[src/bcpe_pkg.sv]
package bcpe_pkg;

  localparam int COORD_W = 16;
  localparam int T_W     = 17;
  localparam int STAT_W  = 2;

  localparam logic [T_W-1:0] T_ONE = 17'h10000;

  localparam logic FUNC_APPEND = 1'b0;
  localparam logic FUNC_EVAL   = 1'b1;

  localparam logic [STAT_W-1:0] ST_OK    = 2'd0;
  localparam logic [STAT_W-1:0] ST_FULL  = 2'd1;
  localparam logic [STAT_W-1:0] ST_EMPTY = 2'd2;

  typedef enum logic [1:0] {
    S_IDLE,
    S_STEP,
    S_FIN
  } bcpe_state_t;

  typedef struct packed {
    logic accept;
    logic issue;
    logic drop;
    logic out_load;
  } bcpe_cmd_t;

endpackage

[src/bcpe_if.sv]
interface bcpe_in_if;
  logic                                valid;
  logic                                ready;
  logic                                func;
  logic signed [bcpe_pkg::COORD_W-1:0] point_x;
  logic signed [bcpe_pkg::COORD_W-1:0] point_y;
  logic        [bcpe_pkg::T_W-1:0]     t_param;

  modport source (output valid, func, point_x, point_y, t_param, input ready);
  modport sink   (input valid, func, point_x, point_y, t_param, output ready);
endinterface

interface bcpe_out_if;
  logic                                valid;
  logic                                ready;
  logic signed [bcpe_pkg::COORD_W-1:0] curve_x;
  logic signed [bcpe_pkg::COORD_W-1:0] curve_y;
  logic        [bcpe_pkg::STAT_W-1:0]  status;

  modport source (output valid, curve_x, curve_y, status, input ready);
  modport sink   (input valid, curve_x, curve_y, status, output ready);
endinterface

[src/bcpe_datapath.sv]
module bcpe_datapath #(
  parameter int MAX_POINTS = 16,
  parameter int CNT_W      = 5,
  parameter int IDX_W      = 4
) (
  input  logic                                clk,
  input  logic                                rst,
  input  bcpe_pkg::bcpe_cmd_t                 cmd,
  input  logic                                func,
  input  logic signed [bcpe_pkg::COORD_W-1:0] point_x,
  input  logic signed [bcpe_pkg::COORD_W-1:0] point_y,
  input  logic        [bcpe_pkg::T_W-1:0]     t_param,
  output logic        [CNT_W-1:0]             count,
  output logic signed [bcpe_pkg::COORD_W-1:0] curve_x,
  output logic signed [bcpe_pkg::COORD_W-1:0] curve_y,
  output logic        [bcpe_pkg::STAT_W-1:0]  status
);

  localparam int SECOND = (MAX_POINTS > 1) ? 1 : 0;
  localparam int CW     = bcpe_pkg::COORD_W;
  localparam int PW     = CW + 1 + bcpe_pkg::T_W + 1;

  logic signed [CW-1:0] store_x [MAX_POINTS];
  logic signed [CW-1:0] store_y [MAX_POINTS];
  logic signed [CW-1:0] q_x [MAX_POINTS];
  logic signed [CW-1:0] q_y [MAX_POINTS];
  logic [CNT_W-1:0]     q_cnt;
  logic [bcpe_pkg::T_W-1:0]    t_reg;
  logic                        eval_ok;
  logic [bcpe_pkg::STAT_W-1:0] res_st;
  logic signed [CW-1:0] m_ax, m_ay, m_px, m_py;
  logic                 wb_valid;

  logic                        full, empty, pop, is_eval;
  logic [bcpe_pkg::T_W-1:0]    t_sat;
  logic signed [CW:0]          diff_x, diff_y;
  logic signed [PW-1:0]        prod_x, prod_y;
  logic signed [CW-1:0]        wb_x, wb_y;
  logic [CNT_W-1:0]            push_pos;

  always_comb begin
    full     = (count == CNT_W'(MAX_POINTS));
    empty    = (count == '0);
    is_eval  = (func == bcpe_pkg::FUNC_EVAL);
    t_sat    = (t_param > bcpe_pkg::T_ONE) ? bcpe_pkg::T_ONE : t_param;
    pop      = cmd.issue | cmd.drop;
    diff_x   = {q_x[SECOND][CW-1], q_x[SECOND]} - {q_x[0][CW-1], q_x[0]};
    diff_y   = {q_y[SECOND][CW-1], q_y[SECOND]} - {q_y[0][CW-1], q_y[0]};
    prod_x   = PW'(diff_x) * PW'($signed({1'b0, t_reg}));
    prod_y   = PW'(diff_y) * PW'($signed({1'b0, t_reg}));
    // result is known to lie between its neighbours, so the low bits suffice
    wb_x     = m_ax + m_px;
    wb_y     = m_ay + m_py;
    push_pos = q_cnt - CNT_W'(pop);
  end

  always_ff @(posedge clk) begin
    if (rst) begin
      count    <= '0;
      q_cnt    <= '0;
      wb_valid <= 1'b0;
    end else begin
      wb_valid <= cmd.issue;
      if (cmd.accept && !is_eval && !full) begin
        count <= count + CNT_W'(1);
      end
      if (cmd.accept && is_eval) begin
        q_cnt <= count;
      end else begin
        q_cnt <= q_cnt - CNT_W'(pop) + CNT_W'(wb_valid);
      end
    end
  end

  // Append: write the next free slot.
  always_ff @(posedge clk) begin
    if (cmd.accept && !is_eval && !full) begin
      store_x[count[IDX_W-1:0]] <= point_x;
      store_y[count[IDX_W-1:0]] <= point_y;
    end
  end

  // Work queue: pop from the head, push interpolated values at the tail.
  always_ff @(posedge clk) begin
    for (int k = 0; k < MAX_POINTS; k++) begin
      if (cmd.accept && is_eval) begin
        q_x[k] <= store_x[k];
        q_y[k] <= store_y[k];
      end else if (wb_valid && push_pos[IDX_W-1:0] == IDX_W'(k)) begin
        q_x[k] <= wb_x;
        q_y[k] <= wb_y;
      end else if (pop && k < MAX_POINTS - 1) begin
        q_x[k] <= q_x[(k < MAX_POINTS - 1) ? k + 1 : k];
        q_y[k] <= q_y[(k < MAX_POINTS - 1) ? k + 1 : k];
      end
    end
  end

  always_ff @(posedge clk) begin
    if (cmd.issue) begin
      m_ax <= q_x[0];
      m_ay <= q_y[0];
      m_px <= prod_x[CW+15:16];
      m_py <= prod_y[CW+15:16];
    end
    if (cmd.accept) begin
      t_reg   <= t_sat;
      eval_ok <= is_eval && !empty;
      if (is_eval) begin
        res_st <= empty ? bcpe_pkg::ST_EMPTY : bcpe_pkg::ST_OK;
      end else begin
        res_st <= full ? bcpe_pkg::ST_FULL : bcpe_pkg::ST_OK;
      end
    end
    if (cmd.out_load) begin
      curve_x <= eval_ok ? q_x[0] : '0;
      curve_y <= eval_ok ? q_y[0] : '0;
      status  <= res_st;
    end
  end

endmodule

[src/bcpe_ctrl.sv]
module bcpe_ctrl #(
  parameter int CNT_W = 5
) (
  input  logic                 clk,
  input  logic                 rst,
  input  logic                 in_valid,
  input  logic                 func,
  output logic                 in_ready,
  input  logic                 out_ready,
  output logic                 out_valid,
  input  logic [CNT_W-1:0]     count,
  output bcpe_pkg::bcpe_cmd_t  cmd
);

  bcpe_pkg::bcpe_state_t state, state_next;
  logic [CNT_W-1:0] level, level_next;
  logic [CNT_W-1:0] step, step_next;
  logic             out_valid_next;
  logic             accept, last_step, slot_free;

  always_comb begin
    accept    = in_valid && (state == bcpe_pkg::S_IDLE);
    last_step = (step == level - CNT_W'(1));
    slot_free = !out_valid || out_ready;
  end

  always_comb begin
    state_next = state;
    level_next = level;
    step_next  = step;
    unique case (state)
      bcpe_pkg::S_IDLE: begin
        if (accept) begin
          level_next = count;
          step_next  = '0;
          if (func == bcpe_pkg::FUNC_EVAL && count > CNT_W'(1)) begin
            state_next = bcpe_pkg::S_STEP;
          end else begin
            state_next = bcpe_pkg::S_FIN;
          end
        end
      end
      bcpe_pkg::S_STEP: begin
        if (last_step) begin
          step_next = '0;
          if (level == CNT_W'(2)) begin
            state_next = bcpe_pkg::S_FIN;
          end else begin
            level_next = level - CNT_W'(1);
          end
        end else begin
          step_next = step + CNT_W'(1);
        end
      end
      bcpe_pkg::S_FIN: begin
        if (slot_free) begin
          state_next = bcpe_pkg::S_IDLE;
        end
      end
      default: state_next = bcpe_pkg::S_IDLE;
    endcase
  end

  always_comb begin
    in_ready     = (state == bcpe_pkg::S_IDLE);
    cmd.accept   = accept;
    cmd.issue    = (state == bcpe_pkg::S_STEP) && !last_step;
    cmd.drop     = (state == bcpe_pkg::S_STEP) && last_step;
    cmd.out_load = (state == bcpe_pkg::S_FIN) && slot_free;
    if (cmd.out_load) begin
      out_valid_next = 1'b1;
    end else if (out_ready) begin
      out_valid_next = 1'b0;
    end else begin
      out_valid_next = out_valid;
    end
  end

  always_ff @(posedge clk) begin
    if (rst) begin
      state     <= bcpe_pkg::S_IDLE;
      level     <= '0;
      step      <= '0;
      out_valid <= 1'b0;
    end else begin
      state     <= state_next;
      level     <= level_next;
      step      <= step_next;
      out_valid <= out_valid_next;
    end
  end

endmodule

[src/bezier_curve_point_eval.sv]
// Bezier curve point evaluator. An append item (func 0) stores one signed Q2.14
// control point, or reports status 1 when all MAX_POINTS slots are taken; an
// evaluate item (func 1) returns the curve point at t (Q1.16, values above 1.0
// are clamped) by de Casteljau, or status 2 with zero coordinates when no
// points are stored. Each item gives exactly one result. An append goes
// straight to the finish state; an evaluate over two or more points first
// steps through the levels of the work queue, the single multiplier per
// coordinate working one interpolation per cycle, and each level ends with a
// step that retires the leftover entry. The result is then loaded into the
// output register once that register is empty or being collected. A new item
// is taken in the cycle after the previous one has reached the output
// register, even if that result has not yet been collected. Points are stored
// only from reset onward; there is no clearing pass.
module bezier_curve_point_eval #(
  parameter int MAX_POINTS = 16
) (
  input  logic              clk,
  input  logic              rst,
  bcpe_in_if.sink           in_ch,
  bcpe_out_if.source        out_ch
);

  localparam int CNT_W = $clog2(MAX_POINTS + 1);
  localparam int IDX_W = (MAX_POINTS > 1) ? $clog2(MAX_POINTS) : 1;

  bcpe_pkg::bcpe_cmd_t  cmd;
  logic [CNT_W-1:0]     count;

  bcpe_ctrl #(
    .CNT_W (CNT_W)
  ) u_ctrl (
    .clk       (clk),
    .rst       (rst),
    .in_valid  (in_ch.valid),
    .func      (in_ch.func),
    .in_ready  (in_ch.ready),
    .out_ready (out_ch.ready),
    .out_valid (out_ch.valid),
    .count     (count),
    .cmd       (cmd)
  );

  bcpe_datapath #(
    .MAX_POINTS (MAX_POINTS),
    .CNT_W      (CNT_W),
    .IDX_W      (IDX_W)
  ) u_dp (
    .clk     (clk),
    .rst     (rst),
    .cmd     (cmd),
    .func    (in_ch.func),
    .point_x (in_ch.point_x),
    .point_y (in_ch.point_y),
    .t_param (in_ch.t_param),
    .count   (count),
    .curve_x (out_ch.curve_x),
    .curve_y (out_ch.curve_y),
    .status  (out_ch.status)
  );

endmodule

[src/flat_wrapper.sv]
// flat-port wrapper written by rule: the top's interface ports become plain ports
module bezier_curve_point_eval_flat 
#(
  parameter int MAX_POINTS = 16
)
  (clk, rst, in_ch_valid, in_ch_func, in_ch_point_x, in_ch_point_y, in_ch_t_param, in_ch_ready, out_ch_valid, out_ch_curve_x, out_ch_curve_y, out_ch_status, out_ch_ready);
  bcpe_in_if in_ch_i ();
  bcpe_out_if out_ch_i ();
  input  logic clk;
  input  logic rst;
  input wire logic [$bits(in_ch_i.valid)-1:0] in_ch_valid;
  input wire logic [$bits(in_ch_i.func)-1:0] in_ch_func;
  input wire logic [$bits(in_ch_i.point_x)-1:0] in_ch_point_x;
  input wire logic [$bits(in_ch_i.point_y)-1:0] in_ch_point_y;
  input wire logic [$bits(in_ch_i.t_param)-1:0] in_ch_t_param;
  output wire logic [$bits(in_ch_i.ready)-1:0] in_ch_ready;
  output wire logic [$bits(out_ch_i.valid)-1:0] out_ch_valid;
  output wire logic [$bits(out_ch_i.curve_x)-1:0] out_ch_curve_x;
  output wire logic [$bits(out_ch_i.curve_y)-1:0] out_ch_curve_y;
  output wire logic [$bits(out_ch_i.status)-1:0] out_ch_status;
  input wire logic [$bits(out_ch_i.ready)-1:0] out_ch_ready;
  assign in_ch_i.valid = in_ch_valid;
  assign in_ch_i.func = in_ch_func;
  assign in_ch_i.point_x = in_ch_point_x;
  assign in_ch_i.point_y = in_ch_point_y;
  assign in_ch_i.t_param = in_ch_t_param;
  assign in_ch_ready = in_ch_i.ready;
  assign out_ch_valid = out_ch_i.valid;
  assign out_ch_curve_x = out_ch_i.curve_x;
  assign out_ch_curve_y = out_ch_i.curve_y;
  assign out_ch_status = out_ch_i.status;
  assign out_ch_i.ready = out_ch_ready;
  bezier_curve_point_eval #(.MAX_POINTS(MAX_POINTS)) u_core (.clk(clk), .rst(rst), .in_ch(in_ch_i), .out_ch(out_ch_i));
endmodule
[config.mk]
export PLATFORM = sky130hd
export DESIGN_NAME = bezier_curve_point_eval_flat
export DESIGN_NICKNAME = d
export VERILOG_FILES = /design/src/bcpe_pkg.sv /design/src/bcpe_if.sv /design/src/bcpe_datapath.sv /design/src/bcpe_ctrl.sv /design/src/bezier_curve_point_eval.sv /design/src/flat_wrapper.sv
export SDC_FILE = /design/constraint.sdc
export NUM_CORES = 2
export LEC_CHECK = 0
export BUFFER_PORTS_ARGS = -buffer_cell sky130_fd_sc_hd__buf_2
export CELL_PAD_IN_SITES_DETAIL_PLACEMENT = 1
export CELL_PAD_IN_SITES_GLOBAL_PLACEMENT = 1
export CORE_MARGIN = 2
export CORE_UTILIZATION = 40
export DETAILED_ROUTE_END_ITERATION = 8
export PLACE_DENSITY = 0.75
export SYNTH_ARGS = -nofsm -noshare
export SYNTH_HDL_FRONTEND = slang
export SYNTH_HIERARCHICAL = 1
export SYNTH_SLANG_ARGS = --single-unit
[constraint.sdc]
create_clock -name clk -period 8.4 [get_ports clk]
set_clock_uncertainty 0.1 [all_clocks]
set_input_delay 0.42 -clock clk [delete_from_list [all_inputs] [get_ports clk]]
set_output_delay 0.42 -clock clk [all_outputs]
set_load 0.05 [all_outputs]
[Word level (Yosys, flattened, before mapping)]
Memories as Yosys holds them, arrays and structs flattened.
Index checks and enable logic that the tools add are counted.
Word-level totals
  flip-flop bits (word level): 142
  RAM bits: 1024
  bits of input ports: 54
  output and inout port bits: 36
  logic and storage cells: 340
  memories kept: 4
Cells by class
  add/sub/neg operators: 9
  multiply operators: 2
  magnitude comparators: 2
  equal/unequal tests: 25
  mux-type cells: 179
  bitwise logic cells: 63
  reductions and logical operators: 39
Memories
  u_core.u_dp.q_x: depth 16, width 16, read ports 16, clocked after memory_dff 0, wr ports 16, line bcpe_datapath.sv:25  | logic signed [CW-1:0] q_x [MAX_POINTS];
  u_core.u_dp.q_y: depth 16, width 16, read ports 16, clocked after memory_dff 0, wr ports 16, line bcpe_datapath.sv:26  | logic signed [CW-1:0] q_y [MAX_POINTS];
  u_core.u_dp.store_x: depth 16, width 16, read ports 16, clocked after memory_dff 0, wr ports 1, line bcpe_datapath.sv:23  | logic signed [CW-1:0] store_x [MAX_POINTS];
  u_core.u_dp.store_y: depth 16, width 16, read ports 16, clocked after memory_dff 0, wr ports 1, line bcpe_datapath.sv:24  | logic signed [CW-1:0] store_y [MAX_POINTS];
Operator list (count)
  $mux W16: 62
  $mux W1: 101
  $mul A17 B18 Y32: 2
  $or A1 B1 Y1: 63
  $sub A16 B16 Y17: 2
  $add A16 B16 Y16: 2
  $eq A4 B4 Y1 const B: 8
  $mux W5: 6
  $logic_and A1 B1 Y1: 25
  $pmux W5 S2: 2
  $gt A17 B17 Y1 const B: 1
  $eq A4 B3 Y1 const B: 4
  $mux W2: 7
  $add A5 B1 Y5 const B: 2
  $eq A4 B2 Y1 const B: 2
  $ne A2 B2 Y1 const B: 4
  $reduce_and A4 Y1: 2
  $pmux W2 S3: 1
  $add A5 B1 Y5: 1
  $eq A5 B2 Y1 const B: 1
  $eq A5 B5 Y1: 1
  $eq A5 B5 Y1 const B: 1
  $gt A5 B1 Y1 const B: 1
  $logic_not A1 Y1: 5
  12 further kinds: 13

[Logic depth before layout (Yosys ltp)]
  word-level depth: 13
  depth in mapped cells: 33

[Hierarchy]
The synthesis kept the hierarchy.
By module, submodules not included
  bcpe_datapath: instances 1, cells an instance 5870, area an instance 66372.4 um^2, sequential area each 34493.1 um^2
  bcpe_ctrl: instances 1, cells an instance 99, area an instance 824.5 um^2, sequential area each 260.2 um^2

[Worst setup path after synthesis]
Ideal clock, no wire load.
  kind: register to register
  start: register u_core.u_ctrl.level[0]
  end: memory u_core/u_dp/q_x[1][16] (netlist bit) (enable)
  setup time: 466 ps
  data arrival time: 8087 ps
  required time: 7834 ps
  slack: -253 ps
  cell stages (with the launch flop): 15
  buffers on the path: 2
  cells stage by stage: dfxtp_1 inv_1 ha_1 or3b_1 xnor2_1 nor4_4 nor2_1 or2_2 clkbuf_1 ha_1 nor3b_1 xor2_1 nand2_1 clkbuf_1 o21ai_0
RTL lines
  start, declared: line bcpe_ctrl.sv:16  | logic [CNT_W-1:0] level, level_next;
  start signal, assigned: line bcpe_ctrl.sv:87  | level <= level_next;
  end, declared: line bcpe_datapath.sv:25

==> impl_results.md <==
* Ports at 90
* Total leakage power at 30.64 nW
* Required time of the critical path at 8.79 ns
* Maximum number of pins on one net before global-route repair at 66
* Predominant post-synthesis flop cell: sky130_fd_sc_hd__edfxtp_1
* Gate count after technology mapping at 5969
* Worst hold path class: in2reg
* TritonRoute pass-1 iters at 5
* Fraction of layout cells with a size suffix above 1 at 10.80%
* Clock Latency Late Sink at 0.78 ns
* Final layout net count at 6932
* Cell area after placement at 71380 um^2
* Via count of the first global-routing pass at 51170
* Proportion of netlist area held by the largest area contributor at 51.03%
* Total DRC errors in the routed layout at 0
* Chip height at 413.9 um
* Upper clock frequency limit at 0.1202 GHz
* Type of destination of the critical path: flip-flop
* Final count of pins violating max slew at 0
* Die width at 413.9 um
* Smallest hold slack at 0.02611 ns
* GPL Wtd Cong at 0.8799
* Critical path launch point: u_core/u_dp/q_x[0][16]$_DFFE_PP_
* Number of cells traversed by the worst register-to-register path at 31
* Yosys top cell by area: sky130_fd_sc_hd__edfxtp_1
* Total clock buffers created by CTS at 130
* Endpoint of the most critical setup path: u_core/u_dp/m_px[12]$_DFFE_PP_
* Final Total Pwr at 30.19 mW
* Area of the mapped netlist at 67200 um^2
* Drt wl/cell at 23.11 um
* Number of H-tree branching levels at 4
* Endpoint of the most critical register-to-register path: u_core/u_dp/m_px[12]$_DFFE_PP_
* Max Cap Viol at 0
* Final cycle utilization of the critical path at 99.01%
* Number of enable-type register cells in the synthesized netlist at 1142
* Count of clock tree sinks at 1165
* Met3 wire length at 7925 um
* Area of the placeable core at 167000 um^2
* Slowest CP cell: sky130_fd_sc_hd__fa_1
* Cell Rows at 150
* Final non-filler cell area at 76610 um^2
* Maximum vdd drop at 899.3 uV
* Count of state elements after synthesis at 1165
* Vias per cell at 5.433
* Count of buffers inserted at the top-level ports at 89
* Number of different library cells in the post-synthesis netlist at 76
* Post-Synthesis Net Count at 6758
* First-pass GRT wire length at 299600 um
* Initial antenna violation count at 8
* Share of synthesized flip-flops with an asynchronous set or reset at 0%
* Clk slew on worst S/H paths at 0.06 ns
* Dominant delay contributor by cell family on the critical path: adder cells
* Maximum net fanout on the critical path at 6
* CP max stage delay at 0.55 ns
* Startpoint Class: flip-flop
* Mean Syn Cell Area at 11.26 um^2
* Biggest area contributors in the synthesized netlist: sky130_fd_sc_hd__edfxtp_1 51%, sky130_fd_sc_hd__fa_1 13%, sky130_fd_sc_hd__ha_1 5.3%
* Power density over the cells at 394.1 nW/um^2
* Crit path buf inv count at 7
* Synth Warn # at 6
* Crit Path Class: reg2reg
* Final hold vios at 0
* Run status: completed
* Area of the die at 171300 um^2
* Crit Reg-Reg Startpoint: u_core/u_dp/q_x[0][16]$_DFFE_PP_
* Via Count at 45950
* Highest metal used: met4
* Total congestion overflow after global routing at 0
* Initial Util at 40.23%
* Worst slew margin relative to its limit at 10.64%
* Post-route met1 wirelength at 76460 um
* Synthesis-to-finish area growth at 14.00%
* Critical Path Most Common Cell: sky130_fd_sc_hd__fa_1
* Wire length on met2 at 102800 um
* TritonCTS clock tree: built
* Post-synthesis sequential area ratio at 51.72%
* Time the worst path needs with I/O delays and setup at 8.317 ns
* Detailed placement HPWL at 137900 um
* Number of violations reported at the end of detailed-routing iteration 0 at 3122
* Data arrival at the endpoint of the critical path at 8.71 ns
* Remaining antenna violation count at 0
* Unrepaired setup endpoints after global routing: yes
* Count of cell instances traversed by the critical path at 31
* Worst-case clock buffer depth at 3
* Tightest Pin Transition at 1.335 ns
* Final setup violation count at 0
* Global router's overall resource usage at 22.88%
* Reg2reg setup slack at 0.08 ns
* Master cell of the clock root buffer: sky130_fd_sc_hd__clkbuf_16
* Total Routed Length at 195500 um
* Setup TNS at 0 ns
-- where the power goes --
part           switching (mW)  internal (mW)  leakage (nW)
clock network            2.46           3.11          2.01
registers              0.0804           7.19          10.7
logic                    9.95           7.40          18.0
total                    12.5           17.7          30.6
-- synth_stat cells, types with 4 or more instances --
cell                        instances
sky130_fd_sc_hd__o21ai_0          457
sky130_fd_sc_hd__fa_1             450
sky130_fd_sc_hd__mux2i_1          129
sky130_fd_sc_hd__a31o_2             5
sky130_fd_sc_hd__a211o_1            5
sky130_fd_sc_hd__a22oi_1            4
sky130_fd_sc_hd__or3_1              8
sky130_fd_sc_hd__buf_2              9
sky130_fd_sc_hd__and3_1            73
sky130_fd_sc_hd__nand3b_1           4
sky130_fd_sc_hd__nand3_1           36
sky130_fd_sc_hd__nor2_1           429
sky130_fd_sc_hd__nor4_1             7
sky130_fd_sc_hd__xor2_1            35
sky130_fd_sc_hd__a211oi_1           9
sky130_fd_sc_hd__a21o_1            13
sky130_fd_sc_hd__buf_1              8
sky130_fd_sc_hd__and2_1           234
sky130_fd_sc_hd__a311oi_1           4
sky130_fd_sc_hd__nand2_1          857
sky130_fd_sc_hd__edfxtp_1        1142
sky130_fd_sc_hd__a41oi_1            4
sky130_fd_sc_hd__nand4_1           14
sky130_fd_sc_hd__o211ai_1           9
sky130_fd_sc_hd__inv_1            631
sky130_fd_sc_hd__o2111ai_1          6
sky130_fd_sc_hd__a21oi_1          393
sky130_fd_sc_hd__nor2b_1           86
sky130_fd_sc_hd__a31oi_1           72
sky130_fd_sc_hd__nand2b_1          27
sky130_fd_sc_hd__o21a_1            18
sky130_fd_sc_hd__nor3b_1            6
sky130_fd_sc_hd__clkbuf_1         298
sky130_fd_sc_hd__xnor2_1           69
sky130_fd_sc_hd__ha_1             285
sky130_fd_sc_hd__nor3_1            34
sky130_fd_sc_hd__dfxtp_1           23
sky130_fd_sc_hd__mux2_2            14
-- per-stage QoR --
step / setup slack, ns / util (%) / std cells
detailed placement: -0.04432 / 42.73 / 8144
global placement: 0.1202 / 42.73 / 8144
CTS: 0.03032 / 45.49 / 8422
finish: 0.08323 / 45.86 / 8458
floorplan: 0.3025 / - / 5969
global route: -0.1564 / 45.86 / 8457
-- how the worst min path moves through the flow --
| stage | start | slack, ns | cells after the start | endpoint |
|---|---|---|---|---|
| 2_1_floorplan | u_core/u_dp/res_st[0]$_SDFFCE_PP0P_ | 0.30 | 0 | u_core/u_dp/status[0]$_DFFE_PP_ |
| 3_3_place_gp | u_core/u_dp/q_y[0][0]$_DFFE_PP_ | 0.36 | 0 | u_core/u_dp/m_ay[0]$_DFFE_PP_ |
| 3_5_place_dp | u_core/u_dp/q_y[0][0]$_DFFE_PP_ | 0.37 | 0 | u_core/u_dp/m_ay[0]$_DFFE_PP_ |
| 4_1_cts | in_ch_point_y[4] | 0.003 | 1 | u_core/u_dp/store_y[3][4]$_DFFE_PP_ |
| 5_1_grt | in_ch_point_y[4] | 0.01 | 1 | u_core/u_dp/store_y[3][4]$_DFFE_PP_ |
| 6_report | in_ch_point_y[5] | 0.03 | 1 | u_core/u_dp/store_y[4][5]$_DFFE_PP_ |
-- kinds of logic after synthesis --
family                   count (synthesis)  synth area share, %
AO/OA/AOI/OAI                         1040                8.452
XOR/XNOR                               105                1.389
adder cells (fa/ha/maj)                735                18.71
buffers and inverters                  948                5.323
flip-flops                            1165                51.72
multiplexers                           143                2.156
AND/OR/NAND/NOR                       1833                12.25
-- layout make-up --
type / count / area (um^2)
Fill cell: 17750 / 90430
Sequential cell: 1165 / 34750
Multi-Input combinational cell: 3856 / 29860
Clock buffer: 156 / 3393
Tap cell: 2204 / 2758
Timing Repair Buffer: 359 / 2696
Inverter: 631 / 2369
Clock inverter: 81 / 765.7
Antenna cell: 6 / 15.01
-- what timing repair did --
| item | 4_1_cts | 5_1_grt |
|---|---|---|
| resized for setup | 5 | 73 |
| hold buffers | 40 | 0 |
| setup endpoints to repair | 3 | 16 |
| setup buffers | 1 | 30 |
| pin swaps | 3 | 50 |
| hold endpoints to repair | 205 | 0 |
-- cells in the final DEF (no fill, tap or decap), types with 19 or more instances in the layout --
cell type                       instances
sky130_fd_sc_hd__clkinv_1              39
sky130_fd_sc_hd__a21oi_1              376
sky130_fd_sc_hd__dlygate4sd3_1         40
sky130_fd_sc_hd__a31oi_1               72
sky130_fd_sc_hd__clkinv_2              19
sky130_fd_sc_hd__mux2i_1              129
sky130_fd_sc_hd__and3_1                73
sky130_fd_sc_hd__edfxtp_1            1142
sky130_fd_sc_hd__buf_2                 89
sky130_fd_sc_hd__nor3_1                26
sky130_fd_sc_hd__xnor2_1               52
sky130_fd_sc_hd__nand2b_1              27
sky130_fd_sc_hd__inv_1                627
sky130_fd_sc_hd__clkbuf_16            132
sky130_fd_sc_hd__buf_4                219
sky130_fd_sc_hd__nand3_1               36
sky130_fd_sc_hd__nor2b_1               83
sky130_fd_sc_hd__clkbuf_1              24
sky130_fd_sc_hd__dfxtp_1               23
sky130_fd_sc_hd__nand2_1              842
sky130_fd_sc_hd__fa_1                 440
sky130_fd_sc_hd__nor2_1               408
sky130_fd_sc_hd__and2_1               234
sky130_fd_sc_hd__xor2_1                33
sky130_fd_sc_hd__o21ai_0              432
sky130_fd_sc_hd__ha_1                 273
-- metal layers --
metal,up-vias,track usage [%]
met3,375,3.095
met1,23920,26.60
met2,1136,41.95
met5,-,0
met4,0,9.801
li1,20520,-
Power figures use the tool's default switching activity.
